--- src/rtl/ffac_pkg.sv ---
// Shared types and constants for the fully associative FIFO-replacement cache.
// No dependencies; used by ffac_ctrl, ffac_dp and the top level.
`default_nettype none

package ffac_pkg;

  localparam int ADDR_W  = 64;
  localparam int CNT_W   = 32;
  localparam int SHIFT_W = 4;

  localparam logic [SHIFT_W-1:0] SHIFT_RESET = 4'd4;

  // Controller to datapath commands
  typedef struct packed {
    logic start;   // latch tag, arm the scan
    logic scan;    // issue one tag read, compare the previous one
    logic commit;  // update state and load the result register
    logic hit;     // result of the lookup, valid with commit
  } ffac_cmd_t;

  // Datapath to controller status
  typedef struct packed {
    logic match;   // compared tag equals the request tag
    logic last;    // final occupied line is being compared
    logic empty;   // no occupied lines
  } ffac_status_t;

endpackage

`default_nettype wire

--- src/rtl/ffac_ctrl.sv ---
// Lookup sequencer for the fully associative cache: accept, scan, commit.
// Depends on ffac_pkg for the command and status structs.
`default_nettype none

module ffac_ctrl (
  input  wire logic                  clk,
  input  wire logic                  rst_n,
  input  wire logic                  in_valid,
  output logic                       in_stall,
  output logic                       out_valid,
  input  wire logic                  out_stall,
  input  wire ffac_pkg::ffac_status_t status,
  output ffac_pkg::ffac_cmd_t        cmd
);

  typedef enum logic [1:0] {
    ST_IDLE,
    ST_SCAN,
    ST_UPDATE
  } state_t;

  state_t state_r, state_nxt;
  logic   out_valid_r, out_valid_nxt;
  logic   hit_r, hit_nxt;
  logic   accept;
  logic   commit;

  assign in_stall  = (state_r != ST_IDLE);
  assign out_valid = out_valid_r;
  assign accept    = in_valid && (state_r == ST_IDLE);
  assign commit    = (state_r == ST_UPDATE) && (!out_valid_r || !out_stall);

  assign cmd.start  = accept;
  assign cmd.scan   = (state_r == ST_SCAN);
  assign cmd.commit = commit;
  assign cmd.hit    = hit_r;

  always_comb begin
    state_nxt     = state_r;
    hit_nxt       = hit_r;
    out_valid_nxt = out_valid_r;
    if (out_valid_r && !out_stall) begin
      out_valid_nxt = 1'b0;
    end
    unique case (state_r)
      ST_IDLE: begin
        if (accept) begin
          hit_nxt = 1'b0;
          // empty cache: skip straight to a miss
          state_nxt = status.empty ? ST_UPDATE : ST_SCAN;
        end
      end
      ST_SCAN: begin
        if (status.match) begin
          hit_nxt   = 1'b1;
          state_nxt = ST_UPDATE;
        end else if (status.last) begin
          state_nxt = ST_UPDATE;
        end
      end
      ST_UPDATE: begin
        if (commit) begin
          out_valid_nxt = 1'b1;
          state_nxt     = ST_IDLE;
        end
      end
      default: begin
        state_nxt = ST_IDLE;
      end
    endcase
  end

  always_ff @(posedge clk) begin
    if (!rst_n) begin
      state_r     <= ST_IDLE;
      out_valid_r <= 1'b0;
      hit_r       <= 1'b0;
    end else begin
      state_r     <= state_nxt;
      out_valid_r <= out_valid_nxt;
      hit_r       <= hit_nxt;
    end
  end

endmodule

`default_nettype wire

--- src/rtl/ffac_dp.sv ---
// Datapath for the fully associative cache: tag memory, queue pointers,
// scan counter, running totals and result register. Depends on ffac_pkg.
`default_nettype none

module ffac_dp #(
  parameter int WAYS = 16
) (
  input  wire logic                            clk,
  input  wire logic                            rst_n,
  input  wire logic                            cfg_valid,
  input  wire logic [ffac_pkg::SHIFT_W-1:0]    cfg_data,
  input  wire logic [ffac_pkg::ADDR_W-1:0]     in_address,
  input  wire ffac_pkg::ffac_cmd_t             cmd,
  output ffac_pkg::ffac_status_t               status,
  output logic                                 out_hit,
  output logic                                 out_evicted,
  output logic [ffac_pkg::CNT_W-1:0]           out_hit_total,
  output logic [ffac_pkg::CNT_W-1:0]           out_miss_total,
  output logic [ffac_pkg::CNT_W-1:0]           out_eviction_total
);

  localparam int IDX_W = (WAYS > 1) ? $clog2(WAYS) : 1;
  localparam int USE_W = $clog2(WAYS + 1);
  localparam logic [IDX_W-1:0] LAST_IDX = IDX_W'(WAYS - 1);
  localparam logic [USE_W-1:0] FULL_CNT = USE_W'(WAYS);

  logic [ffac_pkg::ADDR_W-1:0]  mem [WAYS];
  logic [ffac_pkg::ADDR_W-1:0]  rd_data_r;
  logic [ffac_pkg::ADDR_W-1:0]  tag_r;
  logic [ffac_pkg::SHIFT_W-1:0] shift_r;
  logic [IDX_W-1:0]             ptr_r;
  logic [IDX_W-1:0]             oldest_r;
  logic [IDX_W-1:0]             tail_r;
  logic [USE_W-1:0]             used_r;
  logic [USE_W-1:0]             cnt_r;
  logic                         cmp_v_r;
  logic [ffac_pkg::CNT_W-1:0]   hits_r, misses_r, evicts_r;
  logic [ffac_pkg::CNT_W-1:0]   hits_nxt, misses_nxt, evicts_nxt;
  logic                         full;
  logic                         evict;
  logic                         mem_we;

  function automatic logic [IDX_W-1:0] idx_inc(input logic [IDX_W-1:0] idx);
    idx_inc = (idx == LAST_IDX) ? '0 : idx + 1'b1;
  endfunction

  assign full   = (used_r == FULL_CNT);
  assign evict  = cmd.commit && !cmd.hit && full;
  assign mem_we = cmd.commit && !cmd.hit;

  assign status.match = cmp_v_r && (rd_data_r == tag_r);
  assign status.last  = cmp_v_r && (cnt_r == used_r);
  assign status.empty = (used_r == '0);

  assign hits_nxt   = cmd.hit ? hits_r + 1'b1 : hits_r;
  assign misses_nxt = cmd.hit ? misses_r : misses_r + 1'b1;
  assign evicts_nxt = evict ? evicts_r + 1'b1 : evicts_r;

  // Tag memory: one write port, one registered read port
  always_ff @(posedge clk) begin
    if (mem_we) begin
      mem[tail_r] <= tag_r;
    end
    rd_data_r <= mem[ptr_r];
  end

  // Request tag and scan pointer
  always_ff @(posedge clk) begin
    if (cmd.start) begin
      tag_r <= in_address >> shift_r;
      ptr_r <= oldest_r;
    end else if (cmd.scan && (cnt_r != used_r)) begin
      ptr_r <= idx_inc(ptr_r);
    end
  end

  always_ff @(posedge clk) begin
    if (!rst_n) begin
      shift_r  <= ffac_pkg::SHIFT_RESET;
      cnt_r    <= '0;
      cmp_v_r  <= 1'b0;
      used_r   <= '0;
      oldest_r <= '0;
      tail_r   <= '0;
      hits_r   <= '0;
      misses_r <= '0;
      evicts_r <= '0;
    end else begin
      if (cfg_valid) begin
        shift_r <= cfg_data;
      end
      if (cmd.start) begin
        cnt_r   <= '0;
        cmp_v_r <= 1'b0;
      end else if (cmd.scan) begin
        // issue the next read while lines remain, compare the last one read
        if (cnt_r != used_r) begin
          cnt_r   <= cnt_r + 1'b1;
          cmp_v_r <= 1'b1;
        end else begin
          cmp_v_r <= 1'b0;
        end
      end
      if (cmd.commit) begin
        hits_r   <= hits_nxt;
        misses_r <= misses_nxt;
        evicts_r <= evicts_nxt;
        if (!cmd.hit) begin
          tail_r <= idx_inc(tail_r);
          // full: the new tag takes the oldest slot, occupancy holds
          if (full) begin
            oldest_r <= idx_inc(oldest_r);
          end else begin
            used_r <= used_r + 1'b1;
          end
        end
      end
    end
  end

  // Result register
  always_ff @(posedge clk) begin
    if (cmd.commit) begin
      out_hit            <= cmd.hit;
      out_evicted        <= evict;
      out_hit_total      <= hits_nxt;
      out_miss_total     <= misses_nxt;
      out_eviction_total <= evicts_nxt;
    end
  end

endmodule

`default_nettype wire

--- src/rtl/fifo_fully_associative_cache.sv ---
// Fully associative cache with FIFO replacement, one address per request.
// A miss scans every occupied line of the tag memory, a hit stops at the
// matching line and an empty cache skips the scan; the scan reads one tag per
// cycle. A new request is taken only once the last result is committed, which
// waits while the output is stalled. Synchronous active-low reset empties the
// queue, clears all counts and sets the address shift to 4. Depends on ffac_pkg.
`default_nettype none

module fifo_fully_associative_cache #(
  parameter int WAYS = 16
) (
  input  wire logic                         clk,
  input  wire logic                         rst_n,
  input  wire logic                         cfg_valid,
  output logic                              cfg_ready,
  input  wire logic [ffac_pkg::SHIFT_W-1:0] cfg_data,
  input  wire logic                         in_valid,
  output logic                              in_stall,
  input  wire logic [ffac_pkg::ADDR_W-1:0]  in_address,
  output logic                              out_valid,
  input  wire logic                         out_stall,
  output logic                              out_hit,
  output logic                              out_evicted,
  output logic [ffac_pkg::CNT_W-1:0]        out_hit_total,
  output logic [ffac_pkg::CNT_W-1:0]        out_miss_total,
  output logic [ffac_pkg::CNT_W-1:0]        out_eviction_total
);

  ffac_pkg::ffac_cmd_t    cmd;
  ffac_pkg::ffac_status_t status;

  // configuration is registered and accepted at any time
  assign cfg_ready = 1'b1;

  ffac_ctrl u_ctrl (
    .clk       (clk),
    .rst_n     (rst_n),
    .in_valid  (in_valid),
    .in_stall  (in_stall),
    .out_valid (out_valid),
    .out_stall (out_stall),
    .status    (status),
    .cmd       (cmd)
  );

  ffac_dp #(
    .WAYS (WAYS)
  ) u_dp (
    .clk                (clk),
    .rst_n              (rst_n),
    .cfg_valid          (cfg_valid),
    .cfg_data           (cfg_data),
    .in_address         (in_address),
    .cmd                (cmd),
    .status             (status),
    .out_hit            (out_hit),
    .out_evicted        (out_evicted),
    .out_hit_total      (out_hit_total),
    .out_miss_total     (out_miss_total),
    .out_eviction_total (out_eviction_total)
  );

endmodule

`default_nettype wire
--- config.mk ---
export PLATFORM = sky130hd
export DESIGN_NAME = fifo_fully_associative_cache
export DESIGN_NICKNAME = d
export VERILOG_FILES = /design/src/rtl/ffac_pkg.sv /design/src/rtl/ffac_ctrl.sv /design/src/rtl/ffac_dp.sv /design/src/rtl/fifo_fully_associative_cache.sv
export SDC_FILE = /design/constraint.sdc
export NUM_CORES = 2
export LEC_CHECK = 0
export ABC_AREA = 1
export BUFFER_PORTS_ARGS = -buffer_cell sky130_fd_sc_hd__buf_2
export CORE_UTILIZATION = 40
export DETAILED_ROUTE_END_ITERATION = 7
export PLACE_DENSITY = 0.63
export SYNTH_ARGS = -nofsm -noshare
export SYNTH_HDL_FRONTEND = slang
export SYNTH_HIERARCHICAL = 1
export SYNTH_SLANG_ARGS = --single-unit
--- constraint.sdc ---
create_clock -name clk -period 7.3 [get_ports clk]
set_clock_uncertainty 0.1 [all_clocks]
set_input_delay 1.095 -clock clk [delete_from_list [all_inputs] [get_ports clk]]
set_output_delay 1.095 -clock clk [all_outputs]
set_load 0.05 [all_outputs]
==> metrics.txt <==
status=completed; Core Region=144000 sq um; P_sw=9.47 mW; Tot Pwr=25.4 mW; Cell Rows=139; fillers=13000; Initial Utilization=40.4%; Max Clk Rate=0.278 GHz; crit start category=flip-flop; final net count=5612; #FFs+latches synth=1377; H-tree Lvls=4; Slew headroom=18.5%; Synthesized Nets=5499; Gates resized, CTS repair=0; CP arrival=4.13 ns; number of global-route vias before repair=37700; register area share after synthesis=68.0%; worst hold path class=flip-flop to flip-flop; Clock Pin Slew Worst Setup and Hold Paths=0.06 ns; first-pass GRT wire length=233000 um; die height=383 um; clock sinks=1377; worst path required time=7.83 ns; Max-cap violations=0; Finished Layout Cells=7552; final number of hold-violating endpoints=0; max-slew violations=0; gr ovfl total=0; Logic pwr share=28.1%; critical path class=flip-flop to flip-flop; Port Buffer Count=172; vias per std cell=5.25; drt pass-1 iters=6; num ports=174; Cell Int Power=15.9 mW; gr usage total=21.0%; Post-synth EDFFs=1190; pin count of the biggest net entering global routing=204; peak supply drop=348 uV; CTS tree=yes; DP Cell Count=7287; drt drc=0; final-report setup violation count=0; final period utilization=49.2%; Worst setup EP type=flip-flop; clk buf depth=3; Hold Buf Count CTS=0; Routed WL=155000 um; RSZ-0062 raised after global routing=no; antenna violations before repair=2; Lkg Pwr=24.4 nW; Clk pwr share=28.3%; Die X=383 um; min Tclk post-route=3.59 ns; Post-synth ARST share=0%; Worst Tran Pin Value=1.22 ns; post-synthesis instance total=5414; Net Sw Frac=37.3%; Area after DPL=60900 sq um; Worst Path Max Fanout=47; root buffer cell=clkbuf_16; Pwr Density=388 nW/um^2; Synth warnings=6; DP Wirelength=92800 um; worst skew pair latency=0.79 ns; Avg WL per Cell=20.6 um; Mapped Avg Cell Area=10.7 sq um; RePlAce Congestion=0.882; ys flop type=edfxtp_1; ANT nets after route=0; CTS Buf Count=141; Starting DRT DRC Count=4159; Distinct cells, synth=43; total setup buffers inserted after CTS=0; die area=147000 sq um; Post-Syn Area=58000 sq um; total number of vias=39700; ratio of cells with drive above 1 in the final layout=9.57%; Reg power frac=43.6%; setup TNS=0 ns; final instance area=65500 sq um; Syn-to-layout area delta=12.9%
-- cells in the final DEF, fill, tap and decap left out, drive strengths merged, types with 9 or more instances in the layout --
cell type	n
nor2	655
xnor2	13
clkinv	60
buf	248
o21ai	503
dfxtp	187
a21oi	160
nor3	20
nand3	227
mux2i	41
clkbuf	187
inv	530
o211ai	130
nand2	1216
nand4	33
o2111ai	111
or2	27
bufinv	9
ha	12
xor2	55
edfxtp	1190
o22ai	9
-- synthesized netlist by cell type, types with 41 or more instances --
library cell     n  area share, %
dfxtp_1        187            6.4
edfxtp_1      1190             62
o21ai_1         70           0.60
nand3_1        222            1.9
buf_2           98           0.84
inv_1          509            3.3
clkbuf_1       143           0.92
o2111ai_1      111            1.7
a21oi_1        160            1.4
mux2i_1         41           0.71
nand2_1       1213            7.8
o21ai_0        433            3.7
o211ai_1       130            1.7
xor2_1          54           0.81
nor2_1         636            4.1
-- sequential cells by signal, indices dropped and copies added (netlist names), 2 cells and up --
name,flops
u_dp/tail_r,4
u_dp/used_r,5
u_dp/hits_r,32
u_dp/out_hit_total,32
u_dp/evicts_r,32
u_dp/out_eviction_total,32
u_dp/shift_r,4
u_ctrl/state_r,2
u_dp/rd_data_r,64
u_dp/tag_r,64
u_dp/ptr_r,4
u_dp/mem,1024
u_dp/out_miss_total,32
u_dp/cnt_r,5
u_dp/misses_r,32
u_dp/oldest_r,4
-- path summary, 6_finish.rpt --
path                                       start            endpoint  slack [ns]  depth (start not counted)
worst min-delay path            u_dp/oldest_r[3]    u_dp/oldest_r[3]        0.40                          1
worst min register to register  u_dp/oldest_r[3]    u_dp/oldest_r[3]        0.40                          1
worst max register to register     u_dp/ptr_r[1]  u_dp/rd_data_r[30]        3.71                          7
worst max-delay path               u_dp/ptr_r[1]  u_dp/rd_data_r[30]        3.71                          7
-- worst max-delay path, stage by stage (launching register included) --
cell and delay [ns]:
edfxtp_1 0.87, buf_4 0.59, nand2_1 0.21, inv_4 0.39, buf_4 0.58, nand2_1 0.10, o2111ai_1 0.35, o21ai_1 0.14
-- through the flow --
stage | hold WS, ns | util [%] | setup WS, ns
final | 0.399 | 45.6 | 3.71
after global routing | 0.437 | 45.6 | 3.62
after CTS | 0.391 | 45.6 | 3.80
after detailed placement | 0.382 | 42.3 | 3.23
after global placement | 0.380 | 42.3 | 3.26
after floorplan | 0.346 | - | 1.26
-- cell type report --
| type | instances | area (sq um) | share of cell area, % |
|---|---|---|---|
| Sequential cell | 1377 | 39500 | 60.2 |
| Antenna cell | 4 | 10.0 | 0.0153 |
| Tap cell | 1903 | 2380 | 3.63 |
| Multi-Input combinational cell | 3234 | 15500 | 23.7 |
| Clock buffer | 187 | 3840 | 5.86 |
| Inverter | 525 | 1990 | 3.03 |
| Clock inverter | 74 | 788 | 1.20 |
| Timing Repair Buffer | 248 | 1530 | 2.34 |
-- per-layer routing --
| layer | up-vias | global-route usage (%) | wire [um] |
|---|---|---|---|
| met3 | 259 | 3.32 | 12100 |
| met5 | - | 0 | 25 |
| li1 | 18800 | - | - |
| met2 | 1495 | 33.7 | 71700 |
| met1 | 19200 | 29.0 | 66600 |
| met4 | 4 | 7.01 | 4860 |
-- power by group through the flow --
stage,Combinational (mW),Sequential [mW],Clock [mW]
floorplan,4.27,11.4,0
global placement,7.04,11.2,0
CTS,7.14,11.1,7.31
detailed placement,7.11,11.2,0
global route,7.84,11.2,7.58
finish,7.14,11.1,7.19
-- logic make-up (layout without fill, tap and decap cells) --
family / count (synthesis) / in the layout / synth area share, %
other: 1 / 5 / 0.00646
XOR/XNOR: 68 / 68 / 1.04
adder cells (fa/ha/maj): 12 / 12 / 0.259
AO/OA/AOI/OAI: 922 / 922 / 9.28
multiplexers: 41 / 41 / 0.707
flip-flops: 1377 / 1377 / 68.0
buffers and inverters: 803 / 1034 / 5.48
AND/OR/NAND/NOR: 2190 / 2190 / 15.2
Power figures use the tool's default switching activity.
